`src/rtl/drive_state_transition_sequencer_unit_assert.svh`:
```
// Assertion helpers used by the sequencer RTL.
`ifndef DRIVE_STATE_TRANSITION_SEQUENCER_UNIT_ASSERT_SVH
`define DRIVE_STATE_TRANSITION_SEQUENCER_UNIT_ASSERT_SVH

// Same-cycle implication, ignored while reset is high.
`define DSTS_ASSERT_NOW(label, clk, rst, cond, expr) \
   label: assert property (@(posedge clk) disable iff (rst) (cond) |-> (expr)) \
      else $error("dsts assertion failed");

// Next-cycle implication, ignored while reset is high.
`define DSTS_ASSERT_NEXT(label, clk, rst, cond, expr) \
   label: assert property (@(posedge clk) disable iff (rst) (cond) |=> (expr)) \
      else $error("dsts assertion failed");

`endif

```
`src/rtl/dsts_pkg.sv`:
```
package dsts_pkg;

   // poll counter
   localparam int COUNT_WIDTH = 16;
   localparam int CMP_WIDTH   = (COUNT_WIDTH > 16) ? COUNT_WIDTH : 16;
   typedef logic [COUNT_WIDTH-1:0] count_type;
   typedef logic [CMP_WIDTH-1:0]   cmp_type;
   localparam count_type COUNT_MAX = {COUNT_WIDTH{1'b1}};

   // status word masks and patterns
   localparam logic [15:0] MASK_A      = 16'h004F;
   localparam logic [15:0] MASK_B      = 16'h006F;
   localparam logic [15:0] PAT_SOD     = 16'h0040;
   localparam logic [15:0] PAT_FREACT  = 16'h000F;
   localparam logic [15:0] PAT_FAULT   = 16'h0008;
   localparam logic [15:0] PAT_NOTRDY  = 16'h0000;
   localparam logic [15:0] PAT_READY   = 16'h0021;
   localparam logic [15:0] PAT_SWON    = 16'h0023;
   localparam logic [15:0] PAT_ENABLED = 16'h0027;
   localparam logic [15:0] PAT_QSTOP   = 16'h0007;

   // control words
   localparam logic [15:0] CW_SHUTDOWN        = 16'h0006;
   localparam logic [15:0] CW_SWITCH_ON       = 16'h0007;
   localparam logic [15:0] CW_ENABLE_OP       = 16'h000F;
   localparam logic [15:0] CW_DISABLE_VOLTAGE = 16'h0000;

   typedef enum logic [3:0] {
      ST_NOT_READY      = 4'd0,
      ST_SW_ON_DISABLED = 4'd1,
      ST_READY          = 4'd2,
      ST_SWITCHED_ON    = 4'd3,
      ST_ENABLED        = 4'd4,
      ST_QUICK_STOP     = 4'd5,
      ST_FAULT_REACTION = 4'd6,
      ST_FAULT          = 4'd7,
      ST_UNKNOWN        = 4'd8
   } state_type;

   typedef enum logic [2:0] {
      OUT_BUSY        = 3'd0,
      OUT_REACHED     = 3'd1,
      OUT_FAULT       = 3'd2,
      OUT_UNSUPPORTED = 3'd3,
      OUT_TIMEOUT     = 3'd4,
      OUT_ERROR       = 3'd5
   } outcome_type;

   // register map
   localparam logic REG_TARGET    = 1'b0;
   localparam logic REG_MAX_POLLS = 1'b1;
   localparam logic [3:0]  TARGET_RESET    = 4'd4;
   localparam logic [15:0] MAX_POLLS_RESET = 16'd100;

   typedef struct packed {
      logic [3:0]  target_state;
      logic [15:0] max_polls;
   } cfg_type;

   // classified poll handed from front to back
   typedef struct packed {
      logic      err;
      state_type state;
   } entry_type;

   localparam int QUEUE_DEPTH = 2;
   localparam int QPTR_WIDTH  = $clog2(QUEUE_DEPTH);
   typedef logic [QPTR_WIDTH-1:0] qptr_type;
   typedef logic [$clog2(QUEUE_DEPTH+1)-1:0] qcount_type;

   // result word, lowest field last in this list
   typedef struct packed {
      outcome_type outcome;
      logic [15:0] command_out;
      logic        command_valid;
      state_type   decoded_state;
   } rsp_word_type;

endpackage

```
`src/rtl/drive_state_transition_sequencer_unit.sv`:
```
// An accepted word is written into the queue, then popped into the rsp result register.
// Throughput: one word per cycle while rsp_tready keeps the result register draining.
// The front stalls only when the two-entry queue is full; the back only on rsp_tready.
// Reset (synchronous, active high): empties the queue, drops rsp_tvalid, clears the
// poll counter, and loads target_state = 4 and max_polls = 100.
`include "drive_state_transition_sequencer_unit_assert.svh"

module drive_state_transition_sequencer_unit import dsts_pkg::*; (
   input  logic        clock,
   input  logic        reset,
   // poll input
   input  logic        req_tvalid,
   output logic        req_tready,
   input  logic [15:0] req_tdata,   // [15:0] status_reading
   input  logic [0:0]  req_tuser,   // [0] read_failed
   // result output
   output logic        rsp_tvalid,
   input  logic        rsp_tready,
   output logic [23:0] rsp_tdata,   // [3:0] decoded_state, [4] command_valid,
                                    // [20:5] command_out, [23:21] outcome
   // configuration
   input  logic        csr_psel,
   input  logic        csr_penable,
   input  logic        csr_pwrite,
   input  logic [2:0]  csr_paddr,
   input  logic [31:0] csr_pwdata,
   output logic [31:0] csr_prdata,
   output logic        csr_pready
);

   // ---------------------------------------------------------------
   // Configuration registers. Register index is paddr[2]; the two low
   // address bits are don't-care.
   // ---------------------------------------------------------------
   cfg_type cfg_ff, cfg_in;
   logic    csr_write;

   assign csr_pready = 1'b1;
   assign csr_write  = csr_psel && csr_penable && csr_pwrite && csr_pready;

   always_comb begin
      cfg_in = cfg_ff;
      if (csr_write) begin
         unique case (csr_paddr[2])
            REG_TARGET:    cfg_in.target_state = csr_pwdata[3:0];
            REG_MAX_POLLS: cfg_in.max_polls    = csr_pwdata[15:0];
            default:       cfg_in              = cfg_ff;
         endcase
      end
   end

   always_ff @(posedge clock) begin
      if (reset) begin
         cfg_ff.target_state <= TARGET_RESET;
         cfg_ff.max_polls    <= MAX_POLLS_RESET;
      end else begin
         cfg_ff <= cfg_in;
      end
   end

   always_comb begin
      unique case (csr_paddr[2])
         REG_TARGET:    csr_prdata = {28'd0, cfg_ff.target_state};
         REG_MAX_POLLS: csr_prdata = {16'd0, cfg_ff.max_polls};
         default:       csr_prdata = 32'd0;
      endcase
   end

   // ---------------------------------------------------------------
   // Front: classify the status word and push it into the queue.
   // ---------------------------------------------------------------
   entry_type    front_entry;
   entry_type    queue_head;
   logic         queue_full;
   logic         queue_not_empty;
   logic         queue_pop;
   logic         req_accept;
   rsp_word_type rsp_word;

   assign req_tready = !queue_full;
   assign req_accept = req_tvalid && req_tready;

   dsts_front u_front (
      .status_reading (req_tdata),
      .read_failed    (req_tuser[0]),
      .cfg            (cfg_ff),
      .entry          (front_entry)
   );

   // two entries: keeps full rate with a registered ready
   dsts_queue u_queue (
      .clock      (clock),
      .reset      (reset),
      .push       (req_accept),
      .push_entry (front_entry),
      .full       (queue_full),
      .pop        (queue_pop),
      .not_empty  (queue_not_empty),
      .head       (queue_head)
   );

   // ---------------------------------------------------------------
   // Back: target compare, command pick, poll counter, result reg.
   // ---------------------------------------------------------------
   dsts_back u_back (
      .clock       (clock),
      .reset       (reset),
      .cfg         (cfg_ff),
      .entry_valid (queue_not_empty),
      .entry       (queue_head),
      .entry_pop   (queue_pop),
      .rsp_valid   (rsp_tvalid),
      .rsp_ready   (rsp_tready),
      .rsp_word    (rsp_word)
   );

   assign rsp_tdata = rsp_word;

   // ---------------------------------------------------------------
   // Assertions
   // ---------------------------------------------------------------
   logic cmd_seen, cmd_legal;
   logic err_seen, err_clean;

   assign cmd_seen  = rsp_tvalid && rsp_word.command_valid;
   assign cmd_legal = (rsp_word.outcome == OUT_BUSY) || (rsp_word.outcome == OUT_TIMEOUT);
   assign err_seen  = rsp_tvalid && (rsp_word.outcome == OUT_ERROR);
   assign err_clean = (rsp_word.decoded_state == ST_UNKNOWN) && !rsp_word.command_valid;

   // a command goes out only while sequencing or on the timeout poll
   `DSTS_ASSERT_NOW(a_cmd_outcome, clock, reset, cmd_seen, cmd_legal)
   // error results carry no state and no command
   `DSTS_ASSERT_NOW(a_err_clean, clock, reset, err_seen, err_clean)
   // a popped entry always lands in the result register
   `DSTS_ASSERT_NEXT(a_pop_lands, clock, reset, queue_pop, rsp_tvalid)

endmodule

```
`src/rtl/dsts_front.sv`:
```
module dsts_front import dsts_pkg::*; (
   input  logic [15:0] status_reading,
   input  logic        read_failed,
   input  cfg_type     cfg,
   output entry_type   entry
);

   function automatic state_type classify(input logic [15:0] w);
      state_type st;
      st = ST_UNKNOWN;
      unique case (w & MASK_A)
         PAT_NOTRDY: st = ST_NOT_READY;
         PAT_SOD:    st = ST_SW_ON_DISABLED;
         PAT_FREACT: st = ST_FAULT_REACTION;
         PAT_FAULT:  st = ST_FAULT;
         default: begin
            unique case (w & MASK_B)
               PAT_READY:   st = ST_READY;
               PAT_SWON:    st = ST_SWITCHED_ON;
               PAT_ENABLED: st = ST_ENABLED;
               PAT_QSTOP:   st = ST_QUICK_STOP;
               default:     st = ST_UNKNOWN;
            endcase
         end
      endcase
      return st;
   endfunction

   // failed read or zero limit: word not looked at
   always_comb begin
      entry.err   = read_failed || (cfg.max_polls == 16'd0);
      entry.state = entry.err ? ST_UNKNOWN : classify(status_reading);
   end

endmodule

```
`src/rtl/dsts_queue.sv`:
```
module dsts_queue import dsts_pkg::*; (
   input  logic      clock,
   input  logic      reset,
   input  logic      push,
   input  entry_type push_entry,
   output logic      full,
   input  logic      pop,
   output logic      not_empty,
   output entry_type head
);

   entry_type  slot_ff [QUEUE_DEPTH];
   qptr_type   wr_ptr_ff, wr_ptr_in;
   qptr_type   rd_ptr_ff, rd_ptr_in;
   qcount_type count_ff, count_in;

   function automatic qptr_type ptr_inc(input qptr_type p);
      return (p == qptr_type'(QUEUE_DEPTH - 1)) ? '0 : qptr_type'(p + 1'b1);
   endfunction

   assign full      = (count_ff == qcount_type'(QUEUE_DEPTH));
   assign not_empty = (count_ff != '0);
   assign head      = slot_ff[rd_ptr_ff];

   always_comb begin
      wr_ptr_in = push ? ptr_inc(wr_ptr_ff) : wr_ptr_ff;
      rd_ptr_in = pop  ? ptr_inc(rd_ptr_ff) : rd_ptr_ff;
      count_in  = count_ff;
      if (push && !pop) count_in = qcount_type'(count_ff + 1'b1);
      if (pop && !push) count_in = qcount_type'(count_ff - 1'b1);
   end

   always_ff @(posedge clock) begin
      if (reset) begin
         wr_ptr_ff <= '0;
         rd_ptr_ff <= '0;
         count_ff  <= '0;
      end else begin
         wr_ptr_ff <= wr_ptr_in;
         rd_ptr_ff <= rd_ptr_in;
         count_ff  <= count_in;
      end
   end

   always_ff @(posedge clock) begin
      if (push) slot_ff[wr_ptr_ff] <= push_entry;
   end

endmodule

```
`src/rtl/dsts_back.sv`:
```
module dsts_back import dsts_pkg::*; (
   input  logic         clock,
   input  logic         reset,
   input  cfg_type      cfg,
   input  logic         entry_valid,
   input  entry_type    entry,
   output logic         entry_pop,
   output logic         rsp_valid,
   input  logic         rsp_ready,
   output rsp_word_type rsp_word
);

   logic         rsp_valid_ff, rsp_valid_in;
   rsp_word_type rsp_word_ff,  rsp_word_in;
   count_type    polls_done_ff, polls_done_in;

   logic         supported;
   logic [15:0]  cmd;
   count_type    next_count;

   assign entry_pop = entry_valid && (!rsp_valid_ff || rsp_ready);
   assign rsp_valid = rsp_valid_ff;
   assign rsp_word  = rsp_word_ff;

   // command toward the target
   always_comb begin
      supported = 1'b1;
      cmd       = CW_SHUTDOWN;
      unique case (cfg.target_state)
         ST_ENABLED: begin
            if (entry.state == ST_READY) cmd = CW_SWITCH_ON;
            else if (entry.state == ST_SWITCHED_ON || entry.state == ST_QUICK_STOP)
               cmd = CW_ENABLE_OP;
            else cmd = CW_SHUTDOWN;
         end
         ST_SWITCHED_ON:
            cmd = (entry.state == ST_SW_ON_DISABLED) ? CW_SHUTDOWN : CW_SWITCH_ON;
         ST_READY:          cmd = CW_SHUTDOWN;
         ST_SW_ON_DISABLED: cmd = CW_DISABLE_VOLTAGE;
         default:           supported = 1'b0;
      endcase
   end

   // saturating poll count
   assign next_count = (polls_done_ff != COUNT_MAX) ? count_type'(polls_done_ff + 1'b1)
                                                    : polls_done_ff;

   always_comb begin
      rsp_valid_in                = rsp_valid_ff;
      rsp_word_in                 = rsp_word_ff;
      polls_done_in               = polls_done_ff;
      if (rsp_valid_ff && rsp_ready) rsp_valid_in = 1'b0;
      if (entry_pop) begin
         rsp_valid_in              = 1'b1;
         rsp_word_in.decoded_state = entry.state;
         rsp_word_in.command_valid = 1'b0;
         rsp_word_in.command_out   = 16'd0;
         polls_done_in             = '0;
         priority if (entry.err) begin
            rsp_word_in.outcome = OUT_ERROR;
         end else if (entry.state == state_type'(cfg.target_state)) begin
            rsp_word_in.outcome = OUT_REACHED;
         end else if (entry.state == ST_FAULT || entry.state == ST_FAULT_REACTION) begin
            rsp_word_in.outcome = OUT_FAULT;
         end else if (!supported) begin
            rsp_word_in.outcome = OUT_UNSUPPORTED;
         end else begin
            rsp_word_in.command_valid = 1'b1;
            rsp_word_in.command_out   = cmd;
            if (cmp_type'(next_count) >= cmp_type'(cfg.max_polls) ||
                next_count == COUNT_MAX) begin
               rsp_word_in.outcome = OUT_TIMEOUT;
            end else begin
               rsp_word_in.outcome = OUT_BUSY;
               polls_done_in       = next_count;
            end
         end
      end
   end

   always_ff @(posedge clock) begin
      if (reset) begin
         rsp_valid_ff  <= 1'b0;
         polls_done_ff <= '0;
      end else begin
         rsp_valid_ff  <= rsp_valid_in;
         polls_done_ff <= polls_done_in;
      end
   end

   always_ff @(posedge clock) begin
      rsp_word_ff <= rsp_word_in;
   end

endmodule

```
`config.mk`:
```
export PLATFORM = sky130hd
export DESIGN_NAME = drive_state_transition_sequencer_unit
export DESIGN_NICKNAME = d
export VERILOG_FILES = /design/src/rtl/dsts_pkg.sv /design/src/rtl/drive_state_transition_sequencer_unit.sv /design/src/rtl/dsts_front.sv /design/src/rtl/dsts_queue.sv /design/src/rtl/dsts_back.sv
export VERILOG_INCLUDE_DIRS = /design/src /design/src/rtl
export SDC_FILE = /design/constraint.sdc
export NUM_CORES = 1
export LEC_CHECK = 0
export BUFFER_PORTS_ARGS = -buffer_cell sky130_fd_sc_hd__buf_2
export CAP_MARGIN = 5
export CORE_MARGIN = 4
export CORE_UTILIZATION = 52
export DETAILED_ROUTE_END_ITERATION = 6
export PLACE_DENSITY = 0.79
export SYNTH_ARGS = -nofsm -noshare
export SYNTH_HDL_FRONTEND = slang
export SYNTH_SLANG_ARGS = --single-unit
export TNS_END_PERCENT = 30
```
`constraint.sdc`:
```
create_clock -name clock -period 5.74 [get_ports clock]
set_clock_uncertainty 0.1 [all_clocks]
set_input_delay 0.861 -clock clock [delete_from_list [all_inputs] [get_ports clock]]
set_output_delay 0.861 -clock clock [all_outputs]
set_load 0.02 [all_outputs]
```
* Word level (Yosys, flattened, before mapping)
Memory sizes are Yosys's and may differ from the RTL's. A register that Yosys moved wholly into a read port is not among the register bits.
Cells that the tools add are included.
** Storage, ports and cells
- Register bits after elaboration :: 65
- RAM bits :: 10
- Input port bits :: 59
- Output and inout bits :: 59
- Word-level logic and storage cells :: 99
- Memories :: 1
** Memory list
- u_queue.slot_ff :: words 2, width 5, read ports 1, clocked after memory_dff 1, wr ports 1, line dsts_queue.sv:12 : entry_type slot_ff [QUEUE_DEPTH];
** Operators by class
- Add/subtract/negate cells :: 5
- Magnitude comparators :: 1
- Eq/ne operators :: 21
- Multiplexer cells :: 30
- Bitwise gates (word level) :: 2
- Reduce and logical (&&, ||, !) cells :: 27
** Operator list (count)
- $mux 16 :: 7
- $pmux 32 s2 :: 1
- $pmux 16 s3 :: 1
- $logic_not 16->1 :: 2
- $pmux 4 s4 :: 2
- $eq 6x5->1 const B :: 3
- $add 16x1->16 const B :: 1
- $eq 16x16->1 const B :: 1
- $eq 4x2->1 const B :: 4
- $eq 4x3->1 const B :: 4
- $ge 16x16->1 :: 1
- $ne 16x16->1 const B :: 1
- $mux 3 :: 4
- $mux 1 :: 11
- $eq 5x4->1 const B :: 2
- $eq 4x1->1 const B :: 2
- $mux 4 :: 2
- $reduce_or 4->1 :: 2
- $logic_and 1x1->1 :: 7
- $eq 6x3->1 const B :: 1
- $reduce_bool 2->1 :: 3
- $eq 5x5->1 const B :: 1
- $logic_or 1x1->1 :: 5
- $eq 4x4->1 :: 1
- 10 further kinds :: 17

* Longest topological paths before layout
- Word-level depth :: 9
- Gate-level depth with buffers :: 15
- Depth with buffers taken out :: 13

* Modules after synthesis
From an unflattened synthesis, not the netlist that was laid out.
** Second synthesis, totals
- Cell total of the unflattened synthesis :: 443
- Area total of the unflattened synthesis :: 4119.0 sq um
** Modules (own cells, without submodules)
- dsts_back :: times used 1, cells an instance 255, area an instance 2212.1 sq um, sequential area each 670.6 sq um
- drive_state_transition_sequencer_unit :: times used 1, cells an instance 123, area an instance 1164.9 sq um, sequential area each 400.4 sq um
- dsts_queue :: times used 1, cells an instance 37, area an instance 564.3 sq um, sequential area each 400.4 sq um
- dsts_front :: times used 1, cells an instance 28, area an instance 177.7 sq um, sequential area each 0.0 sq um

* Worst setup path after synthesis
Ideal clock, no wire load.
- Path type :: flip-flop to flip-flop
- Start point :: register u_back.polls_done_ff[1]
- End point :: register u_back.polls_done_ff[14]
- Library setup time :: 70 ps
- Arrival :: 3670 ps
- Data required time :: 5570 ps
- Setup slack :: 1900 ps
- Cell stages (with the launch flop) :: 14
- Buffers on the path :: 2
- Period minus slack after synthesis :: 3840 ps
- Path through :: dfxtp_1 ha_1 nand3_4 or4_4 buf_6 a21oi_1 ha_1 a2111oi_0 o21ai_0 a2111oi_0 o211a_1 clkbuf_1 nand3_1 a21oi_1
** Between the ends
- Longest elaborated chain between the ends :: 9
- Elaborated cells between the ends (all ways) :: 11
- Those cells by class :: add/sub (1); order compare (1); eq/ne (2); mux (6); reduce/logical (1)
** RTL lines
- start, declared :: line dsts_back.sv:15 : count_type polls_done_ff, polls_done_in;
- start signal, assigned :: line dsts_back.sv:87 : polls_done_ff <= polls_done_in;
- $add 16x1->16 / $ne 16x16->1 (equally long branches) :: line dsts_back.sv:45 : assign next_count = (polls_done_ff != COUNT_MAX) ? count_type'(polls_done_ff + 1'b1)
- $mux 16 (*) :: line dsts_back.sv:45
- $ge 16x16->1 / $eq 16x16->1 (equally long branches) :: line dsts_back.sv:70, dsts_back.sv:71
- $logic_or 1x1->1 :: line dsts_back.sv:70 : if (cmp_type'(next_count) >= cmp_type'(cfg.max_polls) ||
- $mux 16 (*) :: line dsts_back.sv:70
- $mux 16 (*) :: line dsts_back.sv:65 : end else if (!supported) begin
- $mux 16 (*) :: line dsts_back.sv:63 : end else if (entry.state == ST_FAULT || entry.state == ST_FAULT_REACTION) begin
- $mux 16 (*) :: line dsts_back.sv:61 : end else if (entry.state == state_type'(cfg.target_state)) begin
- $mux 16 (*) :: line dsts_back.sv:59 : priority if (entry.err) begin
Mark *: on every way between the ends. The rest lies on a longest branch, timed or not.
A chain may end at the register's enable or synchronous reset.

* Final worst setup path
- Start point :: register u_back.polls_done_ff[0]
- End point :: register u_back.polls_done_ff[9]
Same word-level chain as after synthesis.

==> impl_metrics.py <==
metrics = {
    "outcome": {
        "status": "finished, final reports clean",
    },
    "detailed_routing": {
        "drtPass1Iterations": 5,
        "vias": 3501,
        "detail-route-antenna-nets": 0,
        "remaining_drc_errors": 0,
        "routed_wire_length_mm": 9.08,
        "wl_per_cell_um": 14.6,
        "routed_via_density": 5.61,
        "detail_route.iter0.violations": 235,
    },
    "synthesis": {
        "muxShareOfSynthArea_pct": 3.93,
        "synth_cells": 475,
        "synth_async_sr_flop_share_pct": 0,
        "yosys.area_share.adder_pct": 5.57,
        "post-synth-top-count-cell": "nand2_1",
        "ys_types": 63,
        "post_synth_top_cells": "nand2_1, dfxtp_1, a21oi_1",
        "synth_edf_count": 21,
        "syn-cell-area_sq_um": 4040,
        "synth-seq-cells": 63,
        "synthesis.yosys.warnings": 0,
        "synth_simple_gate_area_share_pct": 24.4,
        "ys_dominant_reg_cell": "dfxtp_1",
        "dominant_combinational_cell_family_by_area_after_synthesis": "simple AND/OR/NAND/NOR gates",
        "synth_top_cell_area_share_pct": 20.8,
        "yosys-top-cells-area": "dfxtp_1, edfxtp_1, buf_4, ha_1, nand2_1",
        "synth_top_cell_by_area": "dfxtp_1",
        "synth-xor-area-share_pct": 3.65,
        "ys_seq_area_share_pct": 36.4,
        "synth_area_per_cell_sq_um": 8.51,
        "synth_compound_area_share_pct": 15.2,
    },
    "grt": {
        "grt_start_max_net_pins": 45,
        "all_layer_gr_usage_pct": 20.5,
        "globalRoute.totalOverflow": 0,
        "grt_pass1_vias": 3251,
        "antenna_violations_before_repair": 0,
        "grt_pass1_wl_mm": 14.9,
    },
    "clocking": {
        "worstSkewPairLatency_ps": 350,
        "cts_resized": 0,
        "cts_hold_buf": 0,
        "cts.clk_slew.worst_paths_ps": 70,
        "cts_tree": "built",
        "cts-buffers-inserted": 9,
        "cts_max_level": 3,
        "clock_path_buffers": 2,
        "tritoncts_num_sinks": 63,
        "library_cell_used_as_clock_root_buffer": "clkbuf_8",
        "postCtsSetupBuffers": 0,
    },
    "place": {
        "port_buffers": 60,
        "gp_congestion": 0.866,
        "dp_hpwl_mm": 6.78,
    },
    "power": {
        "design_power_total_mw": 1.30,
        "power_leakage_nw": 1.83,
        "ir_worst_vdd_uv": 210,
        "power_density_nw_per_um2": 296,
    },
    "hold_path": {
        "hp-class": "flip-flop to flip-flop",
        "holdPathStages": 2,
    },
    "floorplan": {
        "rows": 31,
        "fp.dieH_um": 96.2,
        "ioPinCount": 118,
        "die_area_sq_um": 9250,
        "die_width_um": 96.2,
        "initial_core_util_pct": 54.6,
        "core_region_area_sq_um": 7410,
    },
    "timing": {
        "grt_setup_unrepaired": "no",
        "final.period_utilization_pct": 80.0,
        "setup_total_negative_slack_ps": 0,
        "slew_violations": 0,
        "worstMarginPinSlew_ps": 836,
        "setup_viol_count_final": 0,
        "fmaxAchievable_mhz": 218,
        "timing.final.hold_violations": 0,
        "timing.final.crit_period_ps": 4590,
        "worst_slew_margin_rel_pct": 44.2,
    },
    "run": {
        "max-cap-violations": 0,
    },
    "critical_path": {
        "critPathCaptureType": "flip-flop",
        "start_kind": "flip-flop",
        "worst-r2r-cell-count": 11,
        "critPathRequiredTime_ps": 5930,
        "cp.arrival_ps": 4790,
        "start_to_end_type_of_the_worst_setup_path": "flip-flop to flip-flop",
        "critical_path_maximum_fanout": 15,
    },
    "final_layout": {
        "diode_count": 0,
        "final_net_count": 597,
        "syn_to_final_growth_pct": 8.97,
        "postLayoutCoreUtil_pct": 59.5,
        "share_of_cells_above_drive_strength_1_pct": 17.5,
    },
}
-- final timing paths --
kind / slack, ps / to / start
hold reg to reg: 390 / cfg_ff[7]$_SDFFE_PP0P_ / cfg_ff[7]$_SDFFE_PP0P_
hold / removal: 390 / cfg_ff[7]$_SDFFE_PP0P_ / cfg_ff[7]$_SDFFE_PP0P_
setup / recovery: 1150 / u_back.polls_done_ff[9]$_SDFFE_PP0P_ / u_back.polls_done_ff[0]$_SDFFE_PP0P_
setup reg to reg: 1150 / u_back.polls_done_ff[9]$_SDFFE_PP0P_ / u_back.polls_done_ff[0]$_SDFFE_PP0P_
-- report_power, final --
| group | internal [mW] | leakage, nW | switching [mW] |
|---|---|---|---|
| Sequential | 0.547 | 0.538 | 0.0384 |
| Combinational | 0.132 | 1.22 | 0.269 |
| Clock | 0.153 | 0.0805 | 0.165 |
-- cell usage in the layout, fill, tap and decap left out, drive strengths merged, types with 3 or more instances in the layout --
master and instances:
a211o 6, a21oi 40, a31oi 4, and2 13
and3 6, and4 6, buf 62, clkbuf 11
clkinv 4, conb 29, dfxtp 42, edfxtp 21
ha 18, inv 26, mux2 7, mux2i 8
nand2 58, nand2b 8, nand3 23, nand4 9
nor2 26, nor2b 6, nor3 10, nor4 8
o211ai 4, o21a 5, o21ai 12, or3 3
xnor2 9, xor2 7
-- stage by stage --
step	instance area [sq um]	hold slack (ps)	setup slack, ps	std cells
5_1_grt	4410	420	864	624
3_3_place_gp	4250	374	1390	608
3_5_place_dp	4250	379	1310	608
4_1_cts	4410	388	1280	624
6_report	4410	387	1150	624
2_1_floorplan	4150	357	1900	502
-- flip-flops by register name, indices dropped and copies added (netlist names), named ones only --
register	count
u_queue.wr_ptr_ff	1
u_back.polls_done_ff	16
u_queue.slot_ff	10
u_queue.count_ff	2
cfg_ff	20
u_back.rsp_word	11
u_back.rsp_valid	1
u_queue.rd_ptr_ff	1
-- per-layer routing --
layer	share of wire, %	global-route usage, %
met1	45	27.5
met5	0	0
met2	46	31.8
met4	2.1	9.72
met3	6.5	3.75
-- worst max-delay path, cell delays in order, from the launching register on --
cell and delay (ps):
dfxtp_1 490, ha_1 380, nand3_4 170, or4_4 620, a21oi_1 290, ha_1 300, a2111oi_0 440, o21ai_0 150
a2111oi_0 650, o211a_1 570, and4_1 270, a221o_1 100
-- cell families after synthesis --
family | count (synthesis)
AND/OR/NAND/NOR | 186
AO/OA/AOI/OAI | 94
buffers and inverters | 81
flip-flops | 63
adder cells (fa/ha/maj) | 18
XOR/XNOR | 16
multiplexers | 15
other | 2
-- final cells by class --
class | count | area (sq um)
Clock buffer | 11 | 131
Clock inverter | 5 | 26.3
Fill cell | 646 | 3000
Inverter | 26 | 97.6
Multi-Input combinational cell | 358 | 2240
Sequential cell | 63 | 1470
Tap cell | 99 | 124
Timing Repair Buffer | 62 | 315
Note: power is estimated with default switching activity, not from simulation.
